==> config.mk <==
export PLATFORM = sky130hd
export DESIGN_NAME = awm_scale
export DESIGN_NICKNAME = d
export VERILOG_FILES = /design/src/hdl/awm_pkg.sv /design/src/hdl/awm_scale.sv
export SDC_FILE = /design/constraint.sdc
export NUM_CORES = 1
export LEC_CHECK = 0
export BUFFER_PORTS_ARGS = -buffer_cell sky130_fd_sc_hd__clkbuf_2
export CAP_MARGIN = 15
export CORE_UTILIZATION = 53
export DETAILED_ROUTE_END_ITERATION = 16
export PLACE_DENSITY = 0.8
export SYNTH_ARGS = -nofsm -noshare
export SYNTH_HDL_FRONTEND = slang
export SYNTH_SLANG_ARGS = --single-unit
==> constraint.sdc <==
create_clock -name clk_i -period 5.81 [get_ports clk_i]
set_clock_uncertainty 0.05 [all_clocks]
set_input_delay 0.2905 -clock clk_i [delete_from_list [all_inputs] [get_ports clk_i]]
set_output_delay 0.2905 -clock clk_i [all_outputs]
set_load 0.02 [all_outputs]
==> src/hdl/awm_pkg.sv <==
// shared constants and types for the arcade drive wheel mixer
`timescale 1ns / 1ps

package awm_pkg;

  localparam int FRAC_IN   = 10;
  localparam int FRAC_OUT  = 14;
  localparam int UNIT_IN   = 1 << FRAC_IN;
  localparam int FULL_OUT  = 1 << FRAC_OUT;
  localparam int CFG_W     = 15;
  localparam int OUT_W     = 16;
  // quotient bits of 2*num/den below the overflow bit
  localparam int Q_BITS    = 16;
  // numerator is |v| * 2^25, the extra bit feeds the round-half-up trick
  localparam int NUM_SHIFT = FRAC_IN + FRAC_OUT + 1;
  localparam logic [CFG_W-1:0] CFG_RESET = CFG_W'(UNIT_IN);
  // doubled quotient at or above this rounds to full scale
  localparam logic [Q_BITS-1:0] SAT_X = Q_BITS'(2 * FULL_OUT - 1);

  typedef struct packed {
    logic neg_l;
    logic neg_r;
    logic zero_l;
    logic zero_r;
  } side_t;

endpackage

==> src/hdl/awm_scale.sv <==
// forms the shared divisor and the two numerators
`timescale 1ns / 1ps

module awm_scale #(
  parameter int SW = 16,
  parameter int OW = 16,
  parameter int DW = 31,
  parameter int RW = 47
) (
  input  logic                       clk_i,
  input  logic                       en_i,
  input  logic [SW-1:0]              mag_l_i,
  input  logic [SW-1:0]              mag_r_i,
  input  awm_pkg::side_t             side_i,
  input  logic [OW-1:0]              op_i,
  input  logic [awm_pkg::CFG_W-1:0]  cfg_i,
  output logic [RW-1:0]              rem_l_o,
  output logic [RW-1:0]              rem_r_o,
  output logic [DW-1:0]              den_o,
  output awm_pkg::side_t             side_o
);
  import awm_pkg::*;

  logic [DW-1:0] den_d;
  logic [RW-1:0] rem_l_d, rem_r_d;

  always_comb begin
    // without normalization the divisor is 1024*S, so one numerator form serves both
    den_d   = DW'(op_i) * DW'(cfg_i);
    rem_l_d = RW'(mag_l_i) << NUM_SHIFT;
    rem_r_d = RW'(mag_r_i) << NUM_SHIFT;
  end

  always_ff @(posedge clk_i) begin
    if (en_i) begin
      den_o   <= den_d;
      rem_l_o <= rem_l_d;
      rem_r_o <= rem_r_d;
      side_o  <= side_i;
    end
  end

endmodule

==> impl_metrics.csv <==
group,metric,value,unit
outcome,status,"completed",
sta,fmax,179,MHz
synthesis,synth_area,10600,um^2
synthesis,synth.avg_cell_area,9.94,um^2
flow_run,cap_violations,0,
synthesis,yosysMostFrequentCell,"inv_1",
floorplan,core-area,19500,um^2
cts,cts_made_buffers,9,
synthesis,ys_ff_latch,67,
synthesis,synth_fa_ha_area_share,45.3,%
finish,num-fill-cells,1624,
synthesis,synth.distinct_cells,50,
route,finalWirelength,21.8,mm
route,drt-pass1-iter-count,5,
sta,worstMarginPinSlew,844,ps
sta,setup_viol,0,
synthesis,synthMuxAreaShare,0.0947,%
global_routing,grt_pass1_wl,36.3,mm
global_routing,grt_pass1_vias,7880,
global_routing,track_usage,22.7,%
synthesis,synth_top_area_share,34.1,%
worst_setup_path,critical_path_class,"in2reg",
synthesis,synth-compound-area-share,4.96,%
min_path,hold_start,"mag_r_i[14]",
cts,cts_tree,"yes",
route,vias,7526,
worst_setup_path,cp-startpoint,"op_i[10]",
cts,path_clk_slew,60,ps
synthesis,yosys_warnings,0,
sta,hold_ws,93.3,ps
route,drtIter0Drc,369,
synthesis,yosys.area_share.simple,14.5,%
worst_setup_path,worstPathRequired,5830,ps
sta,tns,0,ps
global_routing,grt_max_degree,68,
floorplan,rows,51,
sta,slew_headroom,43.8,%
cts,cts-root-buf,"clkbuf_16",
worst_setup_path,startpoint_type,"input pin",
sta,fin_crit,5590,ps
floorplan,floorplan.die_area,20500,um^2
finish,final_core_util,61.1,%
route,avgViaCountPerCell,5.05,
sta,period_share,96.3,%
global_routing,grt_overflow,0,
synthesis,synth-seq-area-share,19.0,%
worst_setup_path,critPathMaxFanout,11,
placed_design,io_buffers,135,
cts,htreeDepth,3,
global_routing,grt_use_met3,4.02,%
finish,nNetsFinal,1564,
floorplan,io_pins,198,
worst_setup_path,endpoint_kind,"flop",
worst_setup_path,critPathArrivalTime,5610,ps
route,ant_nets,0,
synthesis,synth_edf_count,67,
synthesis,async_reset_ff_share,0,%
global_routing,use_met1,26.9,%
global_routing,grt_busiest_layer,"met2",
floorplan,die_w,143,um
placed_design,place_hpwl,18.6,mm
synthesis,yosys-top-cells-count,"inv_1, fa_1, and2_1, nand2_1, ha_1",
sta,drv_slew,0,
cts,cts_buffer_depth,2,
cts,cts.repair.resized,0,
route,wl_per_cell,14.6,um
floorplan,die_height,143,um
floorplan,initial_core_util,54.2,%
synthesis,post_synth_xor_area_fraction,2.32,%
finish,drive_gt1_share,17.8,%
cts,cts_setup_buffers,0,
placed_design,gp_congestion,0.895,
cts,hold_buffers,0,
sta,worst_slack,217,ps
synthesis,postSynthCellCount,1064,
global_routing,gr-usage-met2,41.0,%
min_path,hold_path.class,"in2reg",
cts,clock-sinks,67,
synthesis,synth_area_leaders,"fa_1, edfxtp_1, ha_1",
synthesis,synth_top_family_by_area,"adder cells",
synthesis,synth_largest_area_cell,"fa_1",
route,drc,0,
global_routing,antenna_found_initial,0,
finish,area_growth,12.8,%
synthesis,ys.flop_type,"edfxtp_1",
sta,hold_viol,0,
placed_design,place_ws,-182,ps
worst_setup_path,crit_path_end,"den_o[29]$_DFFE_PP_",
## stage by stage
stage,instances,instance area (um^2)
detailed placement,1474,11600
global route,1490,11900
finish,1491,11900
global placement,1474,11600
CTS,1490,11900
floorplan,1125,10800
## routing by layer
layer	up-vias	wire [um]
met5	-	0
met3	46	1310
met2	254	11600
li1	3441	-
met1	3785	8280
met4	0	629
## worst max-delay path: stages
cell and delay (ps):
buf_2 170, and2_1 180, fa_1 550, inv_1 60, fa_1 520, inv_1 50, fa_1 490, inv_1 50
fa_1 530, inv_1 50, fa_1 490, inv_1 60, fa_1 470, inv_1 60, ha_4 300, nand3_1 130
o221ai_2 230, a211oi_4 90, o31a_1 320, nor4b_2 280, a211oi_2 80, xnor2_1 140
## layout by cell type, fill, tap and decap left out, drive strengths merged, types with 2 or more instances in the layout
master / count
o21ai: 15
xnor2: 18
conb: 62
a21oi: 34
ha: 95
a21o: 9
nand2: 119
bufinv: 2
inv: 212
nor2: 8
nand3: 7
and3: 2
fa: 180
xor2: 10
buf: 57
and2: 145
clkbuf: 141
o21a: 2
o31ai: 2
o21bai: 4
clkinvlp: 2
nor2b: 2
nor3: 4
nand4: 4
a211oi: 5
edfxtp: 67
clkinv: 3
## how the worst min path moves through the flow
stage,end,slack (ps),cells past startpoint
2_1_floorplan,rem_l_o[25]$_DFFE_PP_,340,0
3_3_place_gp,rem_r_o[27]$_DFFE_PP_,420,1
3_5_place_dp,rem_r_o[37]$_DFFE_PP_,420,1
4_1_cts,rem_r_o[39]$_DFFE_PP_,80,1
5_1_grt,rem_r_o[36]$_DFFE_PP_,70,1
6_report,rem_r_o[39]$_DFFE_PP_,90,1
## cells by family after synthesis
logic type	Yosys count
other cells	1
fa+ha+maj	275
compound gates	79
buf+inv	317
simple gates	296
mux	1
flops	67
xor+xnor	28
## registers in the layout, summed over array words and instances (netlist names)
signal	count
side_o	4
rem_l_o	16
rem_r_o	16
den_o	31
## area by class of cell
class / instances / area (um^2) / share of cell area (%)
multi-input combinational: 741 / 7380 / 61.8
sequential: 67 / 2010 / 16.9
timing repair buffer: 189 / 1090 / 9.17
inverter: 212 / 796 / 6.67
tap: 265 / 332 / 2.78
clock buffer: 9 / 225 / 1.89
clock inverter: 7 / 92.6 / 0.776
antenna: 1 / 2.50 / 0.0210
Power is not shown: default switching activity piles up to over one toggle a cycle in this logic, so the estimate is an artifact.
