<file path="src/hdl/awm_pkg.sv">
// shared constants and types for the arcade drive wheel mixer
`timescale 1ns / 1ps

package awm_pkg;

  localparam int FRAC_IN   = 10;
  localparam int FRAC_OUT  = 14;
  localparam int UNIT_IN   = 1 << FRAC_IN;
  localparam int FULL_OUT  = 1 << FRAC_OUT;
  localparam int CFG_W     = 15;
  localparam int OUT_W     = 16;
  // quotient bits of 2*num/den below the overflow bit
  localparam int Q_BITS    = 16;
  // numerator is |v| * 2^25, the extra bit feeds the round-half-up trick
  localparam int NUM_SHIFT = FRAC_IN + FRAC_OUT + 1;
  localparam logic [CFG_W-1:0] CFG_RESET = CFG_W'(UNIT_IN);
  // doubled quotient at or above this rounds to full scale
  localparam logic [Q_BITS-1:0] SAT_X = Q_BITS'(2 * FULL_OUT - 1);

  typedef struct packed {
    logic neg_l;
    logic neg_r;
    logic zero_l;
    logic zero_r;
  } side_t;

endpackage

</file>
<file path="src/hdl/awm_div_cell.sv">
// one restoring divider cell, resolves one quotient bit for both wheels
`timescale 1ns / 1ps

module awm_div_cell #(
  parameter int RW    = 47,
  parameter int DW    = 31,
  parameter int QW    = 17,
  parameter int SHIFT = 0
) (
  input  logic           clk_i,
  input  logic           en_i,
  input  logic [RW-1:0]  rem_l_i,
  input  logic [RW-1:0]  rem_r_i,
  input  logic [DW-1:0]  den_i,
  input  logic [QW-1:0]  q_l_i,
  input  logic [QW-1:0]  q_r_i,
  input  awm_pkg::side_t side_i,
  output logic [RW-1:0]  rem_l_o,
  output logic [RW-1:0]  rem_r_o,
  output logic [DW-1:0]  den_o,
  output logic [QW-1:0]  q_l_o,
  output logic [QW-1:0]  q_r_o,
  output awm_pkg::side_t side_o
);
  import awm_pkg::*;

  logic [RW-1:0] d_sh, rem_l_d, rem_r_d;
  logic [RW:0]   diff_l, diff_r;
  logic          ge_l, ge_r;
  logic [QW-1:0] q_l_d, q_r_d;

  always_comb begin
    d_sh    = RW'(den_i) << SHIFT;
    diff_l  = {1'b0, rem_l_i} - {1'b0, d_sh};
    diff_r  = {1'b0, rem_r_i} - {1'b0, d_sh};
    ge_l    = ~diff_l[RW];
    ge_r    = ~diff_r[RW];
    rem_l_d = ge_l ? diff_l[RW-1:0] : rem_l_i;
    rem_r_d = ge_r ? diff_r[RW-1:0] : rem_r_i;
    q_l_d        = q_l_i;
    q_r_d        = q_r_i;
    q_l_d[SHIFT] = ge_l;
    q_r_d[SHIFT] = ge_r;
  end

  always_ff @(posedge clk_i) begin
    if (en_i) begin
      rem_l_o <= rem_l_d;
      rem_r_o <= rem_r_d;
      den_o   <= den_i;
      q_l_o   <= q_l_d;
      q_r_o   <= q_r_d;
      side_o  <= side_i;
    end
  end

endmodule

</file>
<file path="config.mk">
export PLATFORM = sky130hd
export DESIGN_NAME = awm_div_cell
export DESIGN_NICKNAME = d
export VERILOG_FILES = /design/src/hdl/awm_pkg.sv /design/src/hdl/awm_div_cell.sv
export SDC_FILE = /design/constraint.sdc
export NUM_CORES = 1
export LEC_CHECK = 0
export ABC_AREA = 1
export BUFFER_PORTS_ARGS = -buffer_cell sky130_fd_sc_hd__buf_4
export CORE_ASPECT_RATIO = 1.4
export CORE_MARGIN = 3
export CORE_UTILIZATION = 50
export DETAILED_ROUTE_END_ITERATION = 10
export GPL_ROUTABILITY_DRIVEN = 0
export PLACE_DENSITY = 0.84
export SYNTH_ARGS = -nofsm -noshare
export SYNTH_HDL_FRONTEND = slang
export SYNTH_SLANG_ARGS = --single-unit
</file>
<file path="constraint.sdc">
create_clock -name clk_i -period 1.93 [get_ports clk_i]
set_input_delay 0.2895 -clock clk_i [delete_from_list [all_inputs] [get_ports clk_i]]
set_output_delay 0.2895 -clock clk_i [all_outputs]
set_load 0.01 [all_outputs]
</file>
==> out/metrics.csv <==
stage,metric,value,unit
synthesis,synth-seq-area-share,37.5,%
global_routing,grt_antenna_before_repair,0,
detailed_routing,vias,15000,
cells_and_area,layout.nets,2688,
floorplanning,num_rows,69,
clock_tree,numCtsBuffers,17,
detailed_routing,antenna_left,0,
pwr,power-per-cell-area,655,nW/um^2
synthesis,netlist_area,13100,um^2
detailed_routing,wirelength,50000,um
clock_tree,tritoncts,yes,
clock_tree,cts-root-buf,clkbuf_16,
clock_tree,cts_buffer_depth,2,
floorplanning,die_w,143,um
placement,portBuffers,325,
pwr,pwr-share-seq,36.6,%
cells_and_area,layout-drive-gt1-share,32.5,%
sta,worst_pin_slew,0.350,ns
global_routing,grt_usage,33.6,%
synthesis,ys_types,32,
sta,relSlewSlack,76.5,%
clock_tree,clkTransAtPathRegs,0.07,ns
pwr,power_switching,3990,uW
floorplanning,core_area,25600,um^2
status,violations,setup timing,
detailed_routing,dr.first_iter.drc_count,1311,
critical_path,worst-path-max-fanout,8,
sta,rsz0062_at_grt,true,
flow_run,max_cap_viol_count,0,
pwr,power_frac_comb,34.6,%
floorplanning,die_h,197,um
synthesis,avgSynthCellArea,6.95,um^2
detailed_routing,first_pass_iters,9,
pwr,fin_total_pwr,12400,uW
synthesis,synth-edff-count,163,
sta,setup_viol,5,
worst_hold_path,min_path_type,input pin to register,
critical_path,critPathMaxStageDelay,0.22,ns
synthesis,synth_ff_type,edfxtp_1,
critical_path,worstSetupEndpointType,register,
sta,postLayoutSetupSlackWorst,-0.0368,ns
pwr,p_leak,0.00963,uW
sta,finalCritPeriodShare,102,%
pwr,sw_frac_of_total,32.3,%
critical_path,critPathRequiredTime,2.11,ns
critical_path,crit_chain,buf_4 -> inv_2 -> ha_4 -> nand2_1 -> nand2_1 -> nand2_2 -> nand2_2 -> inv_2 -> nand2_2 -> nand2_1 -> nand2_2 -> nand2_4 -> nand3_4 -> buf_12 -> nand3_1 -> nand2_1,
status,outcome,"complete, but fails checks",
critical_path,path_class,input pin to register,
critical_path,worstSetupStartpointType,input pin,
sta,slew_viol_final,0,
floorplanning,io_pins,328,
cells_and_area,fill_cells,1788,
placement,dp_slack,-0.467,ns
cells_and_area,area_growth,44.5,%
detailed_routing,viasPerCell,5.37,
pwr,clockPowerShare,28.8,%
pwr,p_int,8370,uW
global_routing,grt_pass1_wl,73300,um
critical_path,critPathBufInv,4,
clock_tree,htreeDepth,4,
floorplanning,start_util,51.1,%
global_routing,grt_max_degree,51,
global_routing,grt_pass1_vias,14800,
synthesis,syn_inst,1879,
sta,fmax,508,MHz
pwr,vdd_drop_max,0.000683,V
critical_path,crit_slowest_cell,ha_4,
placement,hpwlAfterDp,38900,um
clock_tree,clock_sinks,163,
sta,fin_crit,1.97,ns
critical_path,crit_family,simple AND/OR/NAND/NOR gates,
detailed_routing,drc,0,
cells_and_area,antennaDiodeCount,0,
synthesis,async_flop_share,0,%
synthesis,syn-num-nets,2108,
sta,finalHoldViolations,0,
global_routing,overflow,0,
floorplanning,die_area,28100,um^2
detailed_routing,wl_per_cell,17.9,um
critical_path,cp.arrival,2.14,ns
sta,final.setup.tns,-0.0758,ns
cells_and_area,final_util,73.8,%
synthesis,ys.warnings.count,0,
synthesis,ys_ff_latch,163,
## cell usage after synthesis (11+ instances only)
library cell	count	area, um^2
a21oi_1	26	130
a21oi_2	28	245
buf_6	13	146
edfxtp_1	163	4890
ha_1	62	776
inv_1	377	1420
nand2_1	743	2790
nand2_2	18	113
nand3_1	110	551
nand3b_1	18	135
nand4_1	29	181
nor2_1	153	574
nor2_2	11	68.8
nor3_1	20	100
o21ai_2	35	307
xnor2_1	36	315
## worst paths after layout
path                     start                     to  slack [ns]  cells past startpoint
worst min-delay path  q_r_i[9]     q_r_o[9]$_DFFE_PP_        0.02                      1
worst max-delay path  den_i[4]  rem_r_o[21]$_DFFE_PP_       -0.04                     16
## power by group through the flow
stage	sequential, uW	combinational, uW	clock, uW
after floorplan	4770	1670	0
after global placement	4580	3860	0
after detailed placement	4590	3950	0
after CTS	4520	4010	3610
after global routing	4550	4560	3760
final	4520	4270	3560
## timing repair
| item | in CTS | in global routing |
|---|---|---|
| endpoints found under the setup margin | 42 | 90 |
| pin swaps | 1 | 6 |
| setup buffers | 1 | 3 |
| resized for setup | 8 | 75 |
| hold buffers | 0 | 2 |
| cloned | 1 | 0 |
| hold endpoints to repair | 0 | 2 |
## through the flow
step | hold slack, ns | area [um^2] | std cells
final | 0.0193 | 18900 | 2791
after global routing | 0.00135 | 18900 | 2791
after CTS | 0.00295 | 18400 | 2786
after detailed placement | 0.469 | 17800 | 2752
after global placement | 0.467 | 17800 | 2752
after floorplan | 0.388 | 13200 | 1879
## kinds of logic after synthesis
group	count (synthesis)	share of synthesized area, %
AND/OR/NAND/NOR	1118	35.8
buffers and inverters	397	12.3
flip-flops	163	37.5
AO/OA/AOI/OAI	100	5.67
adder cells (fa/ha/maj)	64	6.25
XOR/XNOR	37	2.48
## cells in the final DEF (no fill, tap or decap), types with 30 or more instances in the layout
master    instances
nand2_1         729
buf_4           562
inv_1           362
edfxtp_1        163
nor2_1          138
nand3_1         102
o21ai_2          35
xnor2_1          33
ha_1             33
nand2_2          32
a21oi_2          30
## flip-flops by register name, indices dropped and copies added (netlist names)
signal   flops
rem_r_o     47
q_l_o       17
side_o       4
den_o       31
q_r_o       17
rem_l_o     47
## layer usage
metal  wire [um]  vias up  global-route usage (%)
li1            -     7006                       -
met4        4050        0                    25.3
met3        4270      278                    6.10
met5           0        -                       0
met2       25300      965                    59.4
met1       16400     6751                    34.8
## cell type report
type | count | area (um^2) | share of cell area, %
clock inverter | 14 | 179 | 0.949
tap | 319 | 399 | 2.12
multi-input combinational | 1319 | 7050 | 37.4
sequential | 163 | 4890 | 26.0
inverter | 383 | 1470 | 7.79
clock buffer | 18 | 429 | 2.28
timing repair buffer | 574 | 4430 | 23.5
timing repair inverter | 1 | 6.26 | 0.0332
Note: power is estimated with default switching activity, not from simulation.
