File: config.mk
export PLATFORM = sky130hd
export DESIGN_NAME = awm_round
export DESIGN_NICKNAME = d
export VERILOG_FILES = /design/src/hdl/awm_pkg.sv /design/src/hdl/awm_round.sv
export SDC_FILE = /design/constraint.sdc
export NUM_CORES = 1
export LEC_CHECK = 0
export BUFFER_PORTS_ARGS = -buffer_cell sky130_fd_sc_hd__buf_2
export CAP_MARGIN = 40
export CORE_AREA = 3 3 97 99
export DETAILED_ROUTE_END_ITERATION = 6
export DIE_AREA = 0 0 100 102
export PLACE_DENSITY = 0.64
export SYNTH_ARGS = -nofsm -noshare
export SYNTH_HDL_FRONTEND = slang
export SYNTH_SLANG_ARGS = --single-unit
export TNS_END_PERCENT = 5
File: constraint.sdc
create_clock -name clk_i -period 4.8 [get_ports clk_i]
set_clock_uncertainty 0.05 [all_clocks]
set_input_delay 0.96 -clock clk_i [delete_from_list [all_inputs] [get_ports clk_i]]
set_output_delay 0.96 -clock clk_i [all_outputs]
set_load 0.02 [all_outputs]
File: src/hdl/awm_pkg.sv
// shared constants and types for the arcade drive wheel mixer
`timescale 1ns / 1ps

package awm_pkg;

  localparam int FRAC_IN   = 10;
  localparam int FRAC_OUT  = 14;
  localparam int UNIT_IN   = 1 << FRAC_IN;
  localparam int FULL_OUT  = 1 << FRAC_OUT;
  localparam int CFG_W     = 15;
  localparam int OUT_W     = 16;
  // quotient bits of 2*num/den below the overflow bit
  localparam int Q_BITS    = 16;
  // numerator is |v| * 2^25, the extra bit feeds the round-half-up trick
  localparam int NUM_SHIFT = FRAC_IN + FRAC_OUT + 1;
  localparam logic [CFG_W-1:0] CFG_RESET = CFG_W'(UNIT_IN);
  // doubled quotient at or above this rounds to full scale
  localparam logic [Q_BITS-1:0] SAT_X = Q_BITS'(2 * FULL_OUT - 1);

  typedef struct packed {
    logic neg_l;
    logic neg_r;
    logic zero_l;
    logic zero_r;
  } side_t;

endpackage

File: src/hdl/awm_round.sv
// rounds, saturates and signs the two wheel quotients
`timescale 1ns / 1ps

module awm_round (
  input  logic                              clk_i,
  input  logic                              en_i,
  input  logic [awm_pkg::Q_BITS:0]          q_l_i,
  input  logic [awm_pkg::Q_BITS:0]          q_r_i,
  input  awm_pkg::side_t                    side_i,
  output logic signed [awm_pkg::OUT_W-1:0]  left_o,
  output logic signed [awm_pkg::OUT_W-1:0]  right_o
);
  import awm_pkg::*;

  // q holds floor(2*num/den) with an overflow bit on top
  function automatic logic [OUT_W-1:0] drive(input logic [Q_BITS:0] q,
                                             input logic neg, input logic zero);
    logic [Q_BITS-1:0] x;
    logic [Q_BITS:0]   inc;
    logic [OUT_W-1:0]  mag;
    x   = q[Q_BITS-1:0];
    inc = (Q_BITS+1)'(x) + (Q_BITS+1)'(1);
    if (zero) begin
      mag = '0;
    end else if (q[Q_BITS] || (x >= SAT_X)) begin
      mag = OUT_W'(FULL_OUT);
    end else begin
      mag = OUT_W'(inc[Q_BITS:1]);
    end
    return neg ? (~mag + OUT_W'(1)) : mag;
  endfunction

  always_ff @(posedge clk_i) begin
    if (en_i) begin
      left_o  <= drive(q_l_i, side_i.neg_l, side_i.zero_l);
      right_o <= drive(q_r_i, side_i.neg_r, side_i.zero_r);
    end
  end

endmodule

==> reports/metrics.cfg, run 1 <==
[setup_path]
crit_path_end_kind=flip-flop
cp_max_fo=10
arrival_ns=4.11
cp.required_ns=4.79
cp-startpoint=q_r_i[0]
path_class=input pin to flip-flop
crit_path_end=right_o[10]
worst_setup_path_start_kind=input pin

[floorplan]
num_io_pins=72
start_util_pct=34.9
die_h_um=102
coreArea_sq_um=8640
rows=34
die_w_um=100
dieArea_sq_um=10200

[cts]
cts.htree.levels=2
clock-root-buffer=clkbuf_8
cts_resized=0
clock_path_buffers=2
cts.clk_slew.worst_paths_ns=0.07
cts_buffers=5
tritoncts=yes
clkSinkCount=32
post-cts-setup-buffers=0
postCtsHoldBufs=0

[global_route]
grt_pass1_vias=2495
grt_antenna_before_repair=0
grt_pass1_wl_mm=12.1
grtUsageTotal_pct=14.4
grt_max_degree=33
overflow=0

[synthesis]
synth_cell_types=62
synth_nets=398
yosysWarnings=0
synth_area_sq_um=3010
synth-edff-count=32
synthCells=354
yosysSeqAreaShare_pct=31.9
synthFlopType=edfxtp_1
ys_seq_elements=32
syn_area_per_cell_sq_um=8.51
async_flop_share_pct=0

[sta]
max_freq_mhz=243
fin_hold_ws_ns=0.966
hold_viol=0
fin_crit_ns=4.12
setup_tns_ns=0
setup_violations=0
tightest_slew_ns=0.668
fin_crit_sh_pct=85.9
rsz0062_at_grt=false
slew_viol_final=0
relSlewSlack_pct=55.5

[routing]
wl_met2_mm=3.21
routed.top_layer=met4
viasPerCell=5.40
wirelength_met1_mm=3.67
wl_met3_um=504
dr.pass1.iters=4
drt_iter0_markers=132
wirelength_mm=7.44
postRouteAntennaNets=0
drc=0
wire_per_inst_um=14.3
vias=2815

[place]
gp_congestion=0.856
hpwl_mm=5.95
io_buffer_count=71

[power_and_ir_drop]
p_per_area_nw_per_um2=215
p_comb_share_pct=28.5
p_int_uw=510
ir_drop_uv=95.0
p_leak_nw=1.32
p_seq_share_pct=44.9
switching_share_pct=32.0
clock_power_share_pct=26.5
p_switching_uw=240

[layout]
nets=456
nFillCells=891
area_growth_pct=15.6
final_cell_mix=buf_2, nand2_1, nor2_1, edfxtp_1, xnor2_1
layout-drive-gt1-share_pct=24.2
final_common_cell=buf_2
n_antenna_cell=0

[run]
drv_cap=0

[min_path]
hold_class=input pin to flip-flop

[status]
status=finished, final reports clean

## metrics by stage
stage / utilization [%] / power [mW] / std cells / setup slack [ns] / area (sq um)
floorplan: - / 0.486 / 354 / 1.14 / 3010
global placement: 39.3 / 0.554 / 513 / 0.613 / 3400
detailed placement: 39.3 / 0.557 / 513 / 0.399 / 3400
CTS: 40.3 / 0.756 / 521 / 0.700 / 3480
global route: 40.3 / 0.793 / 521 / 0.317 / 3480
finish: 40.3 / 0.750 / 521 / 0.677 / 3480
## layer usage
metal | up-vias | track usage [%]
met1 | 1287 | 22.1
li1 | 1429 | -
met3 | 5 | 2.12
met2 | 94 | 20.4
met5 | - | 0
met4 | 0 | 4.97
## logic make-up after synthesis
logic type                 after synthesis  share of synthesized area, %
buffers and inverters                   32                          5.23
xor gates and xnor gates                43                          12.5
muxes                                    6                          2.12
and+or+nand+nor                        164                          29.0
adders and majority gates                4                          1.66
DFF                                     32                          31.9
AOI/OAI and AO/OA                       73                          17.6
## cells in the mapped netlist (6+ instances only)
library cell	n	share of area (%)
o21ai_0	11	1.8
nor3_1	11	1.8
clkbuf_1	9	1.1
nor4_1	6	1.2
xor2_1	13	3.8
nand3_1	19	3.2
xnor2_1	30	8.7
edfxtp_1	32	32
a21oi_1	17	2.8
inv_1	11	1.4
buf_2	6	1.0
nand2b_1	8	1.7
nor2_1	37	4.6
and3_1	9	1.9
nand2_1	37	4.6
nand4_1	11	2.3
## worst max-delay path: stages
cell and delay [ns]:
buf_2 0.14, ha_1 0.39, nand4_1 0.23, nor4_1 0.44
nor2_1 0.24, nand2_1 0.15, ha_1 0.29, nand4_1 0.12
nor2_1 0.11, a31oi_1 0.06, a31oi_1 0.40, a31o_2 0.24
mux2_2 0.32
## power groups by stage
stage               clock network (mW)  registers [mW]  logic, mW
floorplan                            0           0.374      0.113
global placement                     0           0.344      0.210
detailed placement                   0           0.344      0.213
CTS                              0.205           0.338      0.214
global route                     0.218           0.339      0.236
finish                           0.199           0.337      0.214
## sequential cells by signal (all words and copies together) (netlist names)
register  flops
left_o       16
right_o      16
## cell type report
| cell class | instances | area (sq um) | share of cell area (%) |
|---|---|---|---|
| clock buffers | 5 | 68.8 | 1.98 |
| clock inverters | 3 | 18.8 | 0.539 |
| inverters | 11 | 41.3 | 1.19 |
| multi-input cells | 290 | 1900 | 54.4 |
| flip-flops and latches | 32 | 961 | 27.6 |
| well taps | 108 | 135 | 3.88 |
| repair buffers | 72 | 363 | 10.4 |
## worst min-delay path by stage
| stage | cells after the start | start | endpoint | slack [ns] |
|---|---|---|---|---|
| 6_report | 2 | side_i[1] | left_o[15] | 0.97 |
| 2_1_floorplan | 0 | en_i | left_o[0] | 1.02 |
| 4_1_cts | 2 | side_i[1] | left_o[15] | 0.95 |
| 3_3_place_gp | 2 | side_i[1] | left_o[15] | 1.26 |
| 3_5_place_dp | 2 | side_i[1] | left_o[15] | 1.26 |
| 5_1_grt | 2 | side_i[1] | left_o[15] | 0.96 |
Power figures use the tool's default switching activity.
==> inputs of run 2 (changes only) <==
--- a/config.mk
+++ b/config.mk
@@ -7,9 +7,9 @@
 export LEC_CHECK = 0
 export BUFFER_PORTS_ARGS = -buffer_cell sky130_fd_sc_hd__buf_2
 export CAP_MARGIN = 40
-export CORE_AREA = 3 3 97 99
+export CORE_AREA = 3 3 112 87
 export DETAILED_ROUTE_END_ITERATION = 6
-export DIE_AREA = 0 0 100 102
+export DIE_AREA = 0 0 115 90
 export PLACE_DENSITY = 0.64
 export SYNTH_ARGS = -nofsm -noshare
 export SYNTH_HDL_FRONTEND = slang
==> run 2 against run 1 <==
Net effect:
- count of clock-buffer cells in the layout rose by 2
- sequential share of layout area decreased by 0.38 points
- utilization rose by 0.91 points
- worst setup slack got worse by 0.071 ns
- final cell count unchanged
- global-route usage up 0.66 points
- combinational power about the same
- cell area rose by 1.4%
- clock power is 49% higher
- fmax is 1.7% lower
- critical path type unchanged
==> reports/metrics.cfg, run 2 (synthesis results as in run 1) <==
[power_and_ir_drop]
p_int_uw=600  ; +18%
p_per_area_nw_per_um2=241  ; +12%
p_switching_uw=251  ; +4.6%
clock_power_share_pct=34.8  ; +8.3 points
p_seq_share_pct=39.9  ; -5.0 points
p_comb_share_pct=25.3  ; -3.2 points
p_leak_nw=1.34  ; +1.3%
ir_drop_uv=137  ; +44%
switching_share_pct=29.5  ; -2.5 points

[layout]
top_regs=left_o (16), right_o (16)
final_cells=521  ; unchanged
area_growth_pct=17.2
final_cell_mix=buf_2, nand2_1, nor2_1, edfxtp_1, xnor2_1
n_antenna_cell=0  ; unchanged
final_common_cell=buf_2
nFillCells=898  ; +0.79%
nets=456  ; unchanged
final_area_sq_um=3530  ; +1.4%
layout-drive-gt1-share_pct=23.5  ; -0.73 points

[sta]
relSlewSlack_pct=48.4  ; -7.0 points
max_freq_mhz=238  ; -1.7%
hold_viol=0  ; unchanged
fin_crit_sh_pct=87.4  ; +1.5 points
setup_tns_ns=0  ; unchanged
fin_crit_ns=4.19  ; +0.0708 ns
tightest_slew_ns=0.774  ; +0.106 ns
slew_viol_final=0  ; unchanged
rsz0062_at_grt=false
setup_violations=0  ; unchanged

[routing]
drt_iter0_markers=241  ; +83%
vias=2912  ; +3.4%
wirelength_mm=8.16  ; +9.8%
wire_per_inst_um=15.7  ; +9.8%
drc=0  ; unchanged
dr.pass1.iters=5  ; +1
postRouteAntennaNets=0  ; unchanged
viasPerCell=5.59  ; +3.4%

[place]
gp_congestion=0.905  ; +5.8%
hpwl_mm=6.33  ; +6.3%
io_buffer_count=71  ; unchanged
placed_area_sq_um=3400  ; unchanged
dp_cells=513  ; unchanged

[min_path]
hold_path_end=left_o[15]
holdPathStages=2  ; unchanged
hold_class=input pin to flip-flop
hp-start=side_i[1]

[setup_path]
path_class=input pin to flip-flop
arrival_ns=4.16  ; +0.05 ns
worst_setup_path_start_kind=input pin
cp_max_fo=10  ; unchanged
cp.required_ns=4.77  ; -0.02 ns
crit_path_end_kind=flip-flop

[cts]
cts.clk_slew.worst_paths_ns=0.05  ; -0.02 ns
post-cts-setup-buffers=0  ; unchanged
clock_path_buffers=2  ; unchanged
cts.htree.levels=2  ; unchanged
postCtsHoldBufs=0  ; unchanged
cts_resized=0  ; unchanged
cts_buffers=5  ; unchanged
clock-root-buffer=clkbuf_16
clkSinkCount=32  ; unchanged
tritoncts=yes

[floorplan]
start_util_pct=35.2  ; +0.30 points
dieArea_sq_um=10400  ; +1.5%
rows=29  ; -15%
die_w_um=115  ; +15%
num_io_pins=72  ; unchanged
die_h_um=90  ; -12%
coreArea_sq_um=8560  ; -0.84%

[global_route]
grt_pass1_vias=2511  ; +0.64%
overflow=0  ; unchanged
grtUsageTotal_pct=15.0  ; +0.66 points
grt_antenna_before_repair=0  ; unchanged
grt_max_degree=33  ; unchanged
grt_pass1_wl_mm=12.8  ; +5.8%

[run]
drv_cap=0  ; unchanged

[status]
status=finished, final reports clean

-- run 2: changes by cell type in the layout (fill, tap and decap cells not counted), sizes merged --
cell / before / now
clkbuf: 5 / 7
clkinv: 3 / 1
-- run 2: power by group through the flow --
stage	clock network (mW)	logic, mW	registers, mW
2_1_floorplan	0	0.113	0.374
3_3_place_gp	0	0.212	0.346
3_5_place_dp	0	0.214	0.345
4_1_cts	0.305	0.215	0.340
5_1_grt	0.320	0.235	0.342
6_report	0.296	0.215	0.340
-- run 2: cell type report --
class                           instances  area (sq um)  area share [%]
Clock inverter                          1          3.75           0.106
Multi-Input combinational cell        290          1900            53.7
Clock buffer                            7           133            3.75
Inverter                               11          41.3            1.17
Tap cell                              108           135            3.83
Sequential cell                        32           961            27.2
Timing Repair Buffer                   72           363            10.3
-- run 2: per-layer routing --
layer	track usage, %	up-vias	share of wire [%]
li1	-	1435	-
met1	24.3	1375	50
met2	20.8	98	43
met3	3.36	4	7.2
met4	1.37	0	0.42
met5	0	-	0
-- run 2: how the worst max path moves through the flow --
stage,start,end,slack (ns),cells past startpoint
5_1_grt,q_r_i[1],right_o[10],0.38,13
6_report,q_r_i[1],right_o[10],0.61,13
2_1_floorplan,q_r_i[10],right_o[10],1.14,12
3_3_place_gp,q_r_i[0],right_o[10],0.65,13
3_5_place_dp,q_r_i[1],right_o[10],0.41,13
4_1_cts,q_r_i[0],right_o[10],0.71,13
-- run 2: through the flow --
step / total power [mW] / hold WS [ns] / setup WS, ns / utilization [%]
floorplan: 0.486 / 1.02 / 1.14 / -
global placement: 0.557 / 1.28 / 0.647 / 39.7
detailed placement: 0.559 / 1.28 / 0.414 / 39.7
CTS: 0.860 / 0.995 / 0.714 / 41.2
global route: 0.896 / 1.01 / 0.382 / 41.2
finish: 0.852 / 1.01 / 0.607 / 41.2
-- run 2: critical path, cell delays in order --
cell     delay [ns]
buf_2          0.14
ha_1           0.39
nand4_1        0.22
nor4_1         0.42
nor2_1         0.28
nand2_1        0.17
ha_1           0.30
nand4_1        0.12
nor2_1         0.11
a31oi_1        0.07
a31oi_1        0.43
a31o_2         0.24
mux2_2         0.32
==> inputs of run 3 (changes only) <==
--- a/config.mk
+++ b/config.mk
@@ -7,11 +7,11 @@
 export LEC_CHECK = 0
 export BUFFER_PORTS_ARGS = -buffer_cell sky130_fd_sc_hd__buf_2
 export CAP_MARGIN = 40
-export CORE_AREA = 3 3 112 87
+export CORE_AREA = 3 3 90 71
 export DETAILED_ROUTE_END_ITERATION = 6
-export DIE_AREA = 0 0 115 90
-export PLACE_DENSITY = 0.64
+export DIE_AREA = 0 0 93 74
+export PLACE_DENSITY = 0.88
 export SYNTH_ARGS = -nofsm -noshare
 export SYNTH_HDL_FRONTEND = slang
 export SYNTH_SLANG_ARGS = --single-unit
-export TNS_END_PERCENT = 5
+export TNS_END_PERCENT = 1
==> run 3 against run 2 <==
Net effect:
- count of clock-buffer cells in the layout decreased by 1
- combinational power barely moved
- die area is 34% lower
==> reports/metrics.cfg, run 3 (synthesis results as in run 1) <==
[sta]
setup_violations=0  ; unchanged
fin_crit_ns=4.07  ; -0.119 ns
fin_crit_sh_pct=84.9  ; -2.5 points
setup_tns_ns=0  ; unchanged
fin_hold_ws_ns=0.983  ; -0.0253 ns
rsz0062_at_grt=false
max_freq_mhz=245  ; +2.9%
tightest_slew_ns=0.794  ; +0.0205 ns
relSlewSlack_pct=46.9  ; -1.5 points
hold_viol=0  ; unchanged
slew_viol_final=0  ; unchanged

[routing]
wirelength_mm=7.70  ; -5.7%
dr.pass1.iters=5  ; unchanged
vias=2951  ; +1.3%
viasPerCell=6.03  ; +8.0%
drt_iter0_markers=352  ; +46%
wire_per_inst_um=15.7  ; +0.44%
drc=0  ; unchanged
postRouteAntennaNets=0  ; unchanged

[global_route]
grt_pass1_vias=2392  ; -4.7%
grt.met2_usage_pct=30.1  ; +9.3 points
grt_busiest_layer=met1
met1_usage_pct=36.7  ; +12 points
grt_max_degree=33  ; unchanged
grt_antenna_before_repair=0  ; unchanged
overflow=0  ; unchanged
grt_pass1_wl_mm=12.1  ; -5.5%
grtUsageTotal_pct=22.1  ; +7.0 points
use_met3_pct=1.92  ; -1.4 points

[floorplan]
start_util_pct=53.4  ; +18 points
die_w_um=93  ; -19%
coreArea_sq_um=5650  ; -34%
dieArea_sq_um=6880  ; -34%
rows=24  ; -17%
die_h_um=74  ; -18%
num_io_pins=72  ; unchanged

[layout]
nets=455  ; -0.22%
final_cells=489  ; -6.1%
final_cell_mix=buf_2, nand2_1, nor2_1, edfxtp_1, xnor2_1
n_antenna_cell=0  ; unchanged
layout-drive-gt1-share_pct=23.6  ; +0.11 points
final_util_pct=60.7  ; +19 points
final_common_cell=buf_2
final_area_sq_um=3430  ; -2.9%
area_growth_pct=13.7
top_regs=left_o (16), right_o (16)

[power_and_ir_drop]
p_comb_share_pct=29.2  ; +3.9 points
p_switching_uw=239  ; -5.0%
p_int_uw=507  ; -15%
p_leak_nw=1.31  ; -2.2%
clock_power_share_pct=25.5  ; -9.3 points
p_seq_share_pct=45.3  ; +5.4 points
p_per_area_nw_per_um2=218  ; -9.7%
switching_share_pct=32.0  ; +2.5 points
ir_drop_uv=86.4  ; -37%

[setup_path]
arrival_ns=4.06  ; -0.10 ns
worst_setup_path_start_kind=input pin
cp.required_ns=4.78  ; about the same
cp_max_fo=10  ; unchanged
crit_path_end_kind=flip-flop
path_class=input pin to flip-flop

[cts]
clock_path_buffers=2  ; unchanged
clock-root-buffer=clkbuf_8
cts.clk_slew.worst_paths_ns=0.07  ; +0.02 ns
cts_resized=0  ; unchanged
postCtsHoldBufs=0  ; unchanged
cts.htree.levels=2  ; unchanged
tritoncts=yes
cts_buffers=5  ; unchanged
post-cts-setup-buffers=0  ; unchanged
clkSinkCount=32  ; unchanged

[place]
gp_congestion=0.948  ; +4.7%
dp_cells=482  ; -6.0%
hpwl_mm=6.03  ; -4.6%
placed_area_sq_um=3350  ; -1.3%
io_buffer_count=71  ; unchanged

[status]
status=finished, final reports clean

[run]
drv_cap=0  ; unchanged

[min_path]
hold_class=input pin to flip-flop

-- run 3: cell types whose count changed in the layout (fill, tap and decap cells not counted), sizes merged --
cell    change
buf         -1
clkbuf      -1
-- run 3: power groups by stage --
| stage | Clock, mW | Combinational [mW] | Sequential, mW |
|---|---|---|---|
| floorplan | 0 | 0.113 | 0.374 |
| global placement | 0 | 0.209 | 0.343 |
| detailed placement | 0 | 0.213 | 0.344 |
| finish | 0.191 | 0.218 | 0.338 |
| global route | 0.205 | 0.235 | 0.339 |
| CTS | 0.192 | 0.214 | 0.338 |
-- run 3: metrics by stage --
step / total power, mW / worst slack [ns]
floorplan: 0.486 / 1.14
global placement: 0.552 / 0.673
detailed placement: 0.557 / 0.518
CTS: 0.744 / 0.804
global route: 0.779 / 0.462
finish: 0.746 / 0.726
-- run 3: critical path, stage by stage --
cell,delay (ns)
buf_2,0.14
ha_1,0.40
nand4_1,0.21
nor4_1,0.40
nor2_1,0.24
nand2_1,0.15
ha_1,0.30
nand4_1,0.12
nor2_1,0.11
a31oi_1,0.07
a31oi_1,0.39
a31o_2,0.23
mux2_2,0.32
-- run 3: cell type report --
cell class / count / area [sq um]
sequential: 32 / 961
multi-input combinational: 290 / 1900
inverter: 11 / 41.3
clock inverter: 1 / 5.00
clock buffer: 6 / 72.6
timing repair buffer: 71 / 355
fill: 525 / 2220
tap: 78 / 97.6
-- run 3: path summary, 6_finish.rpt --
check,startpoint,end,depth (start not counted)
worst min-delay path,side_i[1],left_o[15],2
worst max-delay path,q_r_i[0],right_o[10],13
-- run 3: per-layer routing --
layer,part of all wire (%),vias up
li1,-,1426
met1,48,1354
met2,41,164
met3,9.9,7
met4,0.81,0
met5,0,-
