**src/hdl/awm_pkg.sv**
```systemverilog
// shared constants and types for the arcade drive wheel mixer
`timescale 1ns / 1ps

package awm_pkg;

  localparam int FRAC_IN   = 10;
  localparam int FRAC_OUT  = 14;
  localparam int UNIT_IN   = 1 << FRAC_IN;
  localparam int FULL_OUT  = 1 << FRAC_OUT;
  localparam int CFG_W     = 15;
  localparam int OUT_W     = 16;
  // quotient bits of 2*num/den below the overflow bit
  localparam int Q_BITS    = 16;
  // numerator is |v| * 2^25, the extra bit feeds the round-half-up trick
  localparam int NUM_SHIFT = FRAC_IN + FRAC_OUT + 1;
  localparam logic [CFG_W-1:0] CFG_RESET = CFG_W'(UNIT_IN);
  // doubled quotient at or above this rounds to full scale
  localparam logic [Q_BITS-1:0] SAT_X = Q_BITS'(2 * FULL_OUT - 1);

  typedef struct packed {
    logic neg_l;
    logic neg_r;
    logic zero_l;
    logic zero_r;
  } side_t;

endpackage

```
**src/hdl/awm_mix.sv**
```systemverilog
// quadrant mixing of forward speed and turn rate into wheel magnitudes
`timescale 1ns / 1ps

module awm_mix #(
  parameter int SW = 16,
  parameter int OW = 16
) (
  input  logic                 clk_i,
  input  logic                 en_i,
  input  logic signed [SW-1:0] f_i,
  input  logic signed [SW-1:0] t_i,
  output logic [SW-1:0]        mag_l_o,
  output logic [SW-1:0]        mag_r_o,
  output awm_pkg::side_t       side_o,
  output logic [OW-1:0]        op_o
);
  import awm_pkg::*;

  logic [SW-1:0] f_u, t_u, abs_f, abs_t, big, o_mag;
  logic [SW:0]   sum, o_abs;
  logic          f_neg, t_neg, same, o_neg, norm;
  logic [SW-1:0] mag_l_d, mag_r_d;
  logic [OW-1:0] op_d;
  side_t         side_d;

  always_comb begin
    f_u   = f_i;
    t_u   = t_i;
    f_neg = f_u[SW-1];
    t_neg = t_u[SW-1];
    abs_f = f_neg ? (~f_u + SW'(1)) : f_u;
    abs_t = t_neg ? (~t_u + SW'(1)) : t_u;
    big   = (abs_f > abs_t) ? abs_f : abs_t;
    same  = (f_neg == t_neg);
    // the wheel that is not the lead gets the difference or the sum
    if (same) begin
      sum = {f_u[SW-1], f_u} - {t_u[SW-1], t_u};
    end else begin
      sum = {f_u[SW-1], f_u} + {t_u[SW-1], t_u};
    end
    o_neg = sum[SW];
    o_abs = o_neg ? (~sum + (SW+1)'(1)) : sum;
    o_mag = o_abs[SW-1:0];
    // the lead wheel always holds the larger magnitude
    norm  = OW'(big) > OW'(UNIT_IN);
    op_d  = norm ? OW'(big) : OW'(UNIT_IN);
    mag_l_d       = same ? big : o_mag;
    mag_r_d       = same ? o_mag : big;
    side_d.neg_l  = same ? f_neg : o_neg;
    side_d.neg_r  = same ? o_neg : f_neg;
    side_d.zero_l = (mag_l_d == '0);
    side_d.zero_r = (mag_r_d == '0);
  end

  always_ff @(posedge clk_i) begin
    if (en_i) begin
      mag_l_o <= mag_l_d;
      mag_r_o <= mag_r_d;
      side_o  <= side_d;
      op_o    <= op_d;
    end
  end

endmodule

```
**config.mk**
```make
export PLATFORM = sky130hd
export DESIGN_NAME = awm_mix
export DESIGN_NICKNAME = d
export VERILOG_FILES = /design/src/hdl/awm_pkg.sv /design/src/hdl/awm_mix.sv
export SDC_FILE = /design/constraint.sdc
export NUM_CORES = 1
export LEC_CHECK = 0
export ABC_AREA = 1
export BUFFER_PORTS_ARGS = -buffer_cell sky130_fd_sc_hd__buf_2
export CAP_MARGIN = 30
export CORE_MARGIN = 4
export CORE_UTILIZATION = 25
export CTS_BUF_LIST = sky130_fd_sc_hd__clkbuf_4 sky130_fd_sc_hd__clkbuf_8
export DETAILED_ROUTE_END_ITERATION = 8
export PLACE_DENSITY_LB_ADDON = 0.15
export RECOVER_POWER = 50
export SKIP_LAST_GASP = 1
export SLEW_MARGIN = 20
export SYNTH_ARGS = -nofsm -noshare
export SYNTH_HDL_FRONTEND = slang
export SYNTH_SLANG_ARGS = --single-unit
```
**constraint.sdc**
```tcl
create_clock -name clk_i -period 10.5 [get_ports clk_i]
set_clock_uncertainty 0.1 [all_clocks]
set_input_delay 0.525 -clock clk_i [delete_from_list [all_inputs] [get_ports clk_i]]
set_output_delay 0.525 -clock clk_i [all_outputs]
set_load 0.01 [all_outputs]
```
==> flow_summary.rst, run 1 <==
.. list-table::
   :header-rows: 1

   * - Metric
     - Value
   * - Result of the run
     - finished, violations left
   * - Violated checks
     - max-capacitance violations, max-slew violations
   * - Area of the multi-input gates
     - 0.003578 mm²
   * - ANT nets after route
     - 0
   * - Final global-route overflow total
     - 0
   * - Number of global-route vias before repair
     - 5564
   * - Longest Clk Path Bufs
     - 2
   * - Fill cell total of the finished layout
     - 2549
   * - Flop and latch count out of synthesis
     - 52
   * - Buffer count from post-CTS setup fixing
     - 0
   * - Post-synthesis sequential area ratio
     - 27.15%
   * - Kind of start point of the critical path
     - input pin
   * - CTS Hold Bufs
     - 0
   * - Final design utilization
     - 28.76%
   * - Antenna cell count
     - 0
   * - Area share of the largest cell type after synthesis
     - 27.15%
   * - Shortest clock period the worst path allows after layout
     - 4.574 ns
   * - Maximum level of the CTS H-tree
     - 2
   * - Full die area
     - 0.02550 mm²
   * - Synth cell types
     - 44
   * - P&R area growth vs syn
     - 13.23%
   * - Static leakage
     - 0.003236 µW
   * - Initial antenna violation count
     - 0
   * - Total via count in the routed design
     - 5743
   * - Setup repair after global routing missed its margin
     - no
   * - Number of setup violations in the final report
     - 0
   * - Number of clock sinks seen by CTS
     - 52
   * - TNS Setup
     - 0 ns
   * - Number of synthesized flops with an enable pin
     - 52
   * - Top post-synthesis cells by area
     - sky130_fd_sc_hd__edfxtp_1 (27%), sky130_fd_sc_hd__nand2_1 (18%), sky130_fd_sc_hd__nand3_1 (10%)
   * - Global-route wire length before repair
     - 30860 µm
   * - Iter 0 DRT Violations
     - 418
   * - Final-report hold violation count
     - 0
   * - Global placement routability congestion
     - 0.8341
   * - Placement Setup Slack
     - 5.529 ns
   * - Flip-flop and latch area
     - 0.001562 mm²
   * - Placeable core region
     - 0.02264 mm²
   * - All-layer global routing usage
     - 15.08%
   * - Net count after synthesis
     - 950
   * - Data arrival time at the worst-slack endpoint
     - 4.64 ns
   * - Fin crit share
     - 43.56%
   * - Clock root buffer
     - sky130_fd_sc_hd__clkbuf_8
   * - Power Dens Cells
     - 131.4 mW/mm²
   * - Worst ir drop on vdd
     - 0.04460 mV
   * - DIE WIDTH
     - 159.7 µm
   * - Die height
     - 159.7 µm
   * - Biggest area consumer among synthesized cells
     - sky130_fd_sc_hd__edfxtp_1
   * - Final wirelength
     - 19590 µm
   * - Slew margin rel.
     - -79.37%
   * - Final nets
     - 1027
   * - Number of iterations in the first detailed-routing pass
     - 5
   * - Number of warning messages in the yosys log
     - 0
   * - Pin count of the biggest net entering global routing
     - 60
   * - Fraction of final layout cells sized beyond drive strength 1
     - 14.08%
   * - Total power of the final layout
     - 855.8 µW
   * - Detailed placer's ending HPWL
     - 16720 µm
   * - Number of buffers added on ports
     - 85
   * - Mean Syn Cell Area
     - 6.529 µm²
   * - Number of buffers created by CTS
     - 5
   * - Number of cell rows
     - 55
   * - Boundary Pins
     - 86
   * - TritonCTS clock tree
     - done
   * - Top_reg_cell synth
     - sky130_fd_sc_hd__edfxtp_1
   * - Worst-Margin Slew
     - 2.691 ns
   * - Kind of path behind the tightest hold check
     - in -> reg
   * - Remaining routing DRC violations
     - 0
   * - Worst setup margin
     - 5.926 ns
   * - CP required
     - 10.57 ns
   * - MaxCap Viol Count
     - 1
   * - Starting Density
     - 25.40%
   * - Share of flip-flops with an asynchronous set or reset
     - 0%
   * - Synth Cell Area
     - 0.005752 mm²
   * - Number of gates resized after cts
     - 0
   * - Final number of max-transition violations
     - 53
   * - Maximum fanout along the worst path
     - 35
   * - Highest Clock Rate
     - 0.2186 GHz
   * - Tightest hold margin
     - 0.6424 ns
   * - Detail-routed net length per standard cell
     - 15.75 µm
   * - Syn Inst Count
     - 881
   * - Vias per Instance
     - 4.617
   * - CP Capture Type
     - flop
   * - Type of the setup path with the least slack
     - in -> reg
   * - Post-CTS clock slew at the launch and capture registers of the worst setup and hold paths
     - 0.10 ns
[area by class of cell]
class | count | area share, %
inverter | 135 | 7.858
multi-input combinational | 676 | 54.95
timing repair buffer | 88 | 6.321
clock buffer | 6 | 1.172
sequential | 52 | 23.98
clock inverter | 2 | 0.2498
tap | 285 | 5.476
[per-layer routing]
metal / part of all wire [%] / track usage (%) / vias to the layer above / routed length (µm)
met5: 0 / 0 / - / 0
li1: - / - / 2998 / -
met2: 44 / 24.34 / 142 / 8654
met4: 1.7 / 3.748 / 0 / 327
met3: 3.8 / 1.342 / 16 / 752
met1: 50 / 21.77 / 2587 / 9856
[where the power goes]
part	switching [µW]	internal, µW
sequential	9.01	278
combinational	311	139
clock	67.6	50.1
total	388	468
[cells in the mapped netlist (2+ instances only)]
cell type                  number
sky130_fd_sc_hd__a21oi_2        3
sky130_fd_sc_hd__nor2_1        69
sky130_fd_sc_hd__o31ai_1        3
sky130_fd_sc_hd__o21ai_1        4
sky130_fd_sc_hd__nand2_4        5
sky130_fd_sc_hd__inv_1        126
sky130_fd_sc_hd__o21a_1         2
sky130_fd_sc_hd__a31oi_1        5
sky130_fd_sc_hd__inv_2          6
sky130_fd_sc_hd__o21ai_0       33
sky130_fd_sc_hd__buf_1          2
sky130_fd_sc_hd__edfxtp_1      52
sky130_fd_sc_hd__nand3_4        2
sky130_fd_sc_hd__ha_1          34
sky130_fd_sc_hd__nor2_2        16
sky130_fd_sc_hd__clkbuf_1       5
sky130_fd_sc_hd__nand3_1      120
sky130_fd_sc_hd__and2_1         5
sky130_fd_sc_hd__nand3_2        9
sky130_fd_sc_hd__nor3_2         4
sky130_fd_sc_hd__nand4_1       11
sky130_fd_sc_hd__xnor2_1        3
sky130_fd_sc_hd__nand2_2       14
sky130_fd_sc_hd__clkinv_1       2
sky130_fd_sc_hd__nor3_1         5
sky130_fd_sc_hd__buf_2          8
sky130_fd_sc_hd__a21oi_1       21
sky130_fd_sc_hd__o21ai_2        2
sky130_fd_sc_hd__xor2_1        19
sky130_fd_sc_hd__nand3b_1       3
sky130_fd_sc_hd__nand2_1      275
[path summary, 6_finish.rpt]
check / end / cells after the start / start
worst max-delay path: side_o[1] / 25 / f_i[15]
worst min-delay path: op_o[15] / 4 / f_i[13]
[cells by family after synthesis]
logic type               after synthesis  synth area share, %
flip-flops                            52                27.15
XOR/XNOR                              23                3.633
buffers and inverters                153                10.72
AND/OR/NAND/NOR                      543                43.49
AO/OA/AOI/OAI                         75                7.266
adder cells (fa/ha/maj)               35                7.744
[worst max-delay path, cell delays in order]
cell and delay (ns):
sky130_fd_sc_hd__buf_2 0.38, sky130_fd_sc_hd__nand2_1 0.16, sky130_fd_sc_hd__inv_1 0.13, sky130_fd_sc_hd__nor2_4 0.04, sky130_fd_sc_hd__clkinv_1 0.04, sky130_fd_sc_hd__buf_4 0.34, sky130_fd_sc_hd__o21ai_0 0.27, sky130_fd_sc_hd__fa_1 0.54
sky130_fd_sc_hd__nand2_2 0.14, sky130_fd_sc_hd__nand2_2 0.10, sky130_fd_sc_hd__nand3_2 0.12, sky130_fd_sc_hd__nand2_2 0.11, sky130_fd_sc_hd__nand2_4 0.10, sky130_fd_sc_hd__nand2_2 0.07, sky130_fd_sc_hd__nand2_4 0.14, sky130_fd_sc_hd__nand2_4 0.12
sky130_fd_sc_hd__inv_6 0.16, sky130_fd_sc_hd__nand2_1 0.07, sky130_fd_sc_hd__nand2_1 0.07, sky130_fd_sc_hd__nand3_1 0.07, sky130_fd_sc_hd__nand2_1 0.16, sky130_fd_sc_hd__nand2_1 0.07, sky130_fd_sc_hd__nor3_1 0.38, sky130_fd_sc_hd__nand3_1 0.14
sky130_fd_sc_hd__nor2_1 0.15
[state kept, by name, indices dropped and copies added (netlist names)]
signal	flops
side_o	4
mag_l_o	16
op_o	16
mag_r_o	16
[cell usage in the layout (no fill, tap or decap), types with 2 or more instances in the layout]
cell,count
sky130_fd_sc_hd__nor3_2,4
sky130_fd_sc_hd__xor2_1,19
sky130_fd_sc_hd__inv_1,126
sky130_fd_sc_hd__nand4_1,11
sky130_fd_sc_hd__o21a_1,2
sky130_fd_sc_hd__nor2_4,2
sky130_fd_sc_hd__nand2_2,14
sky130_fd_sc_hd__clkbuf_1,27
sky130_fd_sc_hd__and2_1,5
sky130_fd_sc_hd__nand2_4,5
sky130_fd_sc_hd__a31oi_1,5
sky130_fd_sc_hd__o31ai_1,3
sky130_fd_sc_hd__ha_1,34
sky130_fd_sc_hd__nand3_4,2
sky130_fd_sc_hd__a21oi_2,3
sky130_fd_sc_hd__edfxtp_1,52
sky130_fd_sc_hd__clkbuf_8,5
sky130_fd_sc_hd__o21ai_1,4
sky130_fd_sc_hd__nor3_1,5
sky130_fd_sc_hd__buf_2,59
sky130_fd_sc_hd__nor2_2,15
sky130_fd_sc_hd__inv_2,6
sky130_fd_sc_hd__clkinv_1,2
sky130_fd_sc_hd__xnor2_1,3
sky130_fd_sc_hd__o21ai_0,33
sky130_fd_sc_hd__nand3b_1,3
sky130_fd_sc_hd__buf_4,2
sky130_fd_sc_hd__a21oi_1,21
sky130_fd_sc_hd__o21ai_2,2
sky130_fd_sc_hd__nor2_1,69
sky130_fd_sc_hd__nand3_2,9
sky130_fd_sc_hd__nand3_1,120
sky130_fd_sc_hd__nand2_1,275
[stage by stage]
stage | std cells | instance area, µm²
after CTS | 1244 | 6549
after floorplan | 881 | 5752
final | 1244 | 6513
after detailed placement | 1236 | 6456
after global routing | 1244 | 6513
after global placement | 1236 | 6456
No activity file was read; power rests on OpenSTA's default activity.
==> inputs of run 2 (changes only) <==
Clock period 10.5 ns to 4.8 ns, I/O delays scaled along.
==> run 2 against run 1 <==
The flow still finishes with violations (max-capacitance violations, max-slew violations); power grew 120%; worst hold slack got worse by 0.34 ns; largest power group unchanged; flip-flop and latch count is the same; final area up 0.52%; sequential share of layout area is 0.12 points lower; via count shrank 0.70%; utilization up 0.15 points; final cell count increased by 0.16%.
==> flow_summary.rst, run 2 (synthesis gave the netlist of run 1 again) <==
.. list-table::
   :header-rows: 1

   * - Metric
     - Value
   * - Result of the run
     - finished, violations left
   * - Violated checks
     - max-capacitance violations, max-slew violations
   * - TNS Setup
     - 0 ns (unchanged)
   * - Kind of start point of the critical path
     - input pin
   * - Post-CTS clock slew at the launch and capture registers of the worst setup and hold paths
     - 0.10 ns (about the same)
   * - Pin count of the biggest net entering global routing
     - 53 (-12%)
   * - Final nets
     - 1029 (+0.19%)
   * - Most common cell after layout, fill and taps aside
     - sky130_fd_sc_hd__nand2_1
   * - CP cell instances
     - buf_2 -> nor2_1 -> nor2_4 -> clkinv_1 -> nand2_1 -> o21ai_0 -> fa_1 -> nand2_2 -> nand2_2 -> nand3_2 -> nand2_2 -> nand2_4 -> nand2_2 -> nand2_4 -> nand2_4 -> inv_6 -> nand2_1 -> nand2_1 -> nand3_1 -> nand2_1 -> nand2_1 -> nor3_1 -> nand3_1 -> nor2_1
   * - Fraction of final layout cells sized beyond drive strength 1
     - 14.26% (+0.18 points)
   * - Number of setup violations in the final report
     - 0 (unchanged)
   * - Maximum fanout along the worst path
     - 27 (-23%)
   * - DIE WIDTH
     - 159.7 µm (unchanged)
   * - TritonCTS clock tree
     - done
   * - Clock root buffer
     - sky130_fd_sc_hd__clkbuf_8
   * - Detailed placer's ending HPWL
     - 16550 µm (-0.99%)
   * - Data arrival time at the worst-slack endpoint
     - 4.19 ns (-0.45 ns)
   * - CP max stage cell
     - sky130_fd_sc_hd__nor2_4
   * - Vias per Instance
     - 4.577 (-0.86%)
   * - Detail-routed net length per standard cell
     - 15.48 µm (-1.7%)
   * - Number of cell rows
     - 55 (unchanged)
   * - Setup repair after global routing missed its margin
     - no
   * - Slew margin rel.
     - -83.84% (-4.5 points)
   * - Kind of path behind the tightest hold check
     - in -> reg
   * - Number of global-route vias before repair
     - 5506 (-1.0%)
   * - Shortest clock period the worst path allows after layout
     - 4.104 ns
   * - Fin crit share
     - 85.50%
   * - MaxCap Viol Count
     - 1 (unchanged)
   * - Placeable core region
     - 0.02264 mm² (unchanged)
   * - Highest Clock Rate
     - 0.2437 GHz
   * - Tightest hold margin
     - 0.3050 ns (-0.3374 ns)
   * - Initial antenna violation count
     - 0 (unchanged)
   * - Number of buffers added on ports
     - 85 (unchanged)
   * - Count of placed standard cells in the final layout, fillers left out
     - 1246 (+0.16%)
   * - Iter 0 DRT Violations
     - 377 (-9.8%)
   * - Number of iterations in the first detailed-routing pass
     - 5 (unchanged)
   * - Launching element of the worst setup path
     - t_i[15]
   * - Power Dens Cells
     - 292.8 mW/mm² (+120%)
   * - Most frequent cells in the layout
     - sky130_fd_sc_hd__nand2_1 (275), sky130_fd_sc_hd__inv_1 (126), sky130_fd_sc_hd__nand3_1 (120)
   * - Final number of max-transition violations
     - 53 (unchanged)
   * - CP required
     - 4.88 ns (-5.69 ns)
   * - Starting Density
     - 25.40% (unchanged)
   * - Placed instance area
     - 0.006471 mm² (+0.23%)
   * - Antenna cell count
     - 0 (unchanged)
   * - Type of the setup path with the least slack
     - in -> reg
   * - Number of buffers created by CTS
     - 5 (unchanged)
   * - Highest cell delay on the worst timing path
     - 0.52 ns (-0.02 ns)
   * - Die height
     - 159.7 µm (unchanged)
   * - Most Frequent Cell on Critical Path
     - sky130_fd_sc_hd__nand2_1
   * - ANT nets after route
     - 0 (unchanged)
   * - Final-report hold violation count
     - 0 (unchanged)
   * - CTS Hold Bufs
     - 0 (unchanged)
   * - Longest Clk Path Bufs
     - 2 (unchanged)
   * - Biggest registers after layout
     - mag_l_o (16), mag_r_o (16), op_o (16)
   * - Total power of the final layout
     - 1916 µW (+120%)
   * - Number of clock sinks seen by CTS
     - 52 (unchanged)
   * - Total via count in the routed design
     - 5703 (-0.70%)
   * - Worst-Margin Slew
     - 2.758 ns (+0.06692 ns)
   * - Final non-filler cell area
     - 0.006546 mm² (+0.52%)
   * - Boundary Pins
     - 86 (unchanged)
   * - Buffer count from post-CTS setup fixing
     - 0 (unchanged)
   * - Remaining routing DRC violations
     - 0 (unchanged)
   * - CP Capture Type
     - flop
   * - All-layer global routing usage
     - 15.06% (-0.016 points)
   * - Final wirelength
     - 19290 µm (-1.6%)
   * - Worst ir drop on vdd
     - 0.09734 mV (+120%)
   * - Maximum level of the CTS H-tree
     - 2 (unchanged)
   * - Full die area
     - 0.02550 mm² (unchanged)
   * - Number of gates resized after cts
     - 0 (unchanged)
   * - Final global-route overflow total
     - 0 (unchanged)
   * - Number of instances in the placed design
     - 1238 (+0.16%)
   * - Setup crit end
     - side_o[1]
   * - Static leakage
     - 0.003254 µW (+0.58%)
   * - Global-route wire length before repair
     - 30700 µm (-0.51%)
   * - Number of cells traversed by the worst hold path
     - 4 (unchanged)
   * - P&R area growth vs syn
     - 13.81%
   * - Global placement routability congestion
     - 0.8649 (+3.7%)
[run 2: cell type report]
cell class                      count  area, µm²
Tap cell                          285      356.6
Multi-Input combinational cell    676       3578
Clock inverter                      3      42.54
Inverter                          135      511.7
Fill cell                        2559      16090
Timing Repair Buffer               90      426.7
Sequential cell                    52       1562
Clock buffer                        5      68.82
[run 2: report_power, final]
group | leakage [µW] | internal [µW] | switching [µW] | total (µW)
registers | 0.000507 | 609 | 18.1 | 627
logic | 0.00269 | 307 | 679 | 986
clock network | 0.0000541 | 154 | 149 | 304
[run 2: worst max-delay path, delay by kind of cell]
family / cells / cell delay (ns)
simple gates: 19 / 2.56
compound gates: 1 / 0.17
buf+inv: 3 / 0.70
fa+ha+maj: 1 / 0.50
[run 2: worst min path at each step]
stage / from / end / slack, ns
after floorplan: en_i / mag_l_o[0] / 0.25
after global placement: mag_l_o[0] / mag_l_o[0] / 0.55
after detailed placement: mag_l_o[7] / mag_l_o[7] / 0.55
after CTS: f_i[13] / op_o[15] / 0.30
after global routing: f_i[13] / op_o[15] / 0.33
final: f_i[13] / op_o[15] / 0.31
[run 2: per-layer routing]
| metal | track usage (%) | wire, µm | vias to the layer above |
|---|---|---|---|
| met1 | 21.88 | 9610 | 2551 |
| met2 | 24.23 | 8634 | 131 |
| li1 | - | - | 3010 |
| met4 | 2.959 | 209 | 0 |
| met5 | 0 | 0 | - |
| met3 | 1.755 | 833 | 11 |
[run 2: through the flow]
step / utilization [%] / setup WS, ns
global placement: 28.58 / 0.3867
floorplan: - / 1.231
finish: 28.91 / 0.6959
global route: 28.91 / 0.2473
detailed placement: 28.58 / 0.3186
CTS: 29.07 / 0.6518
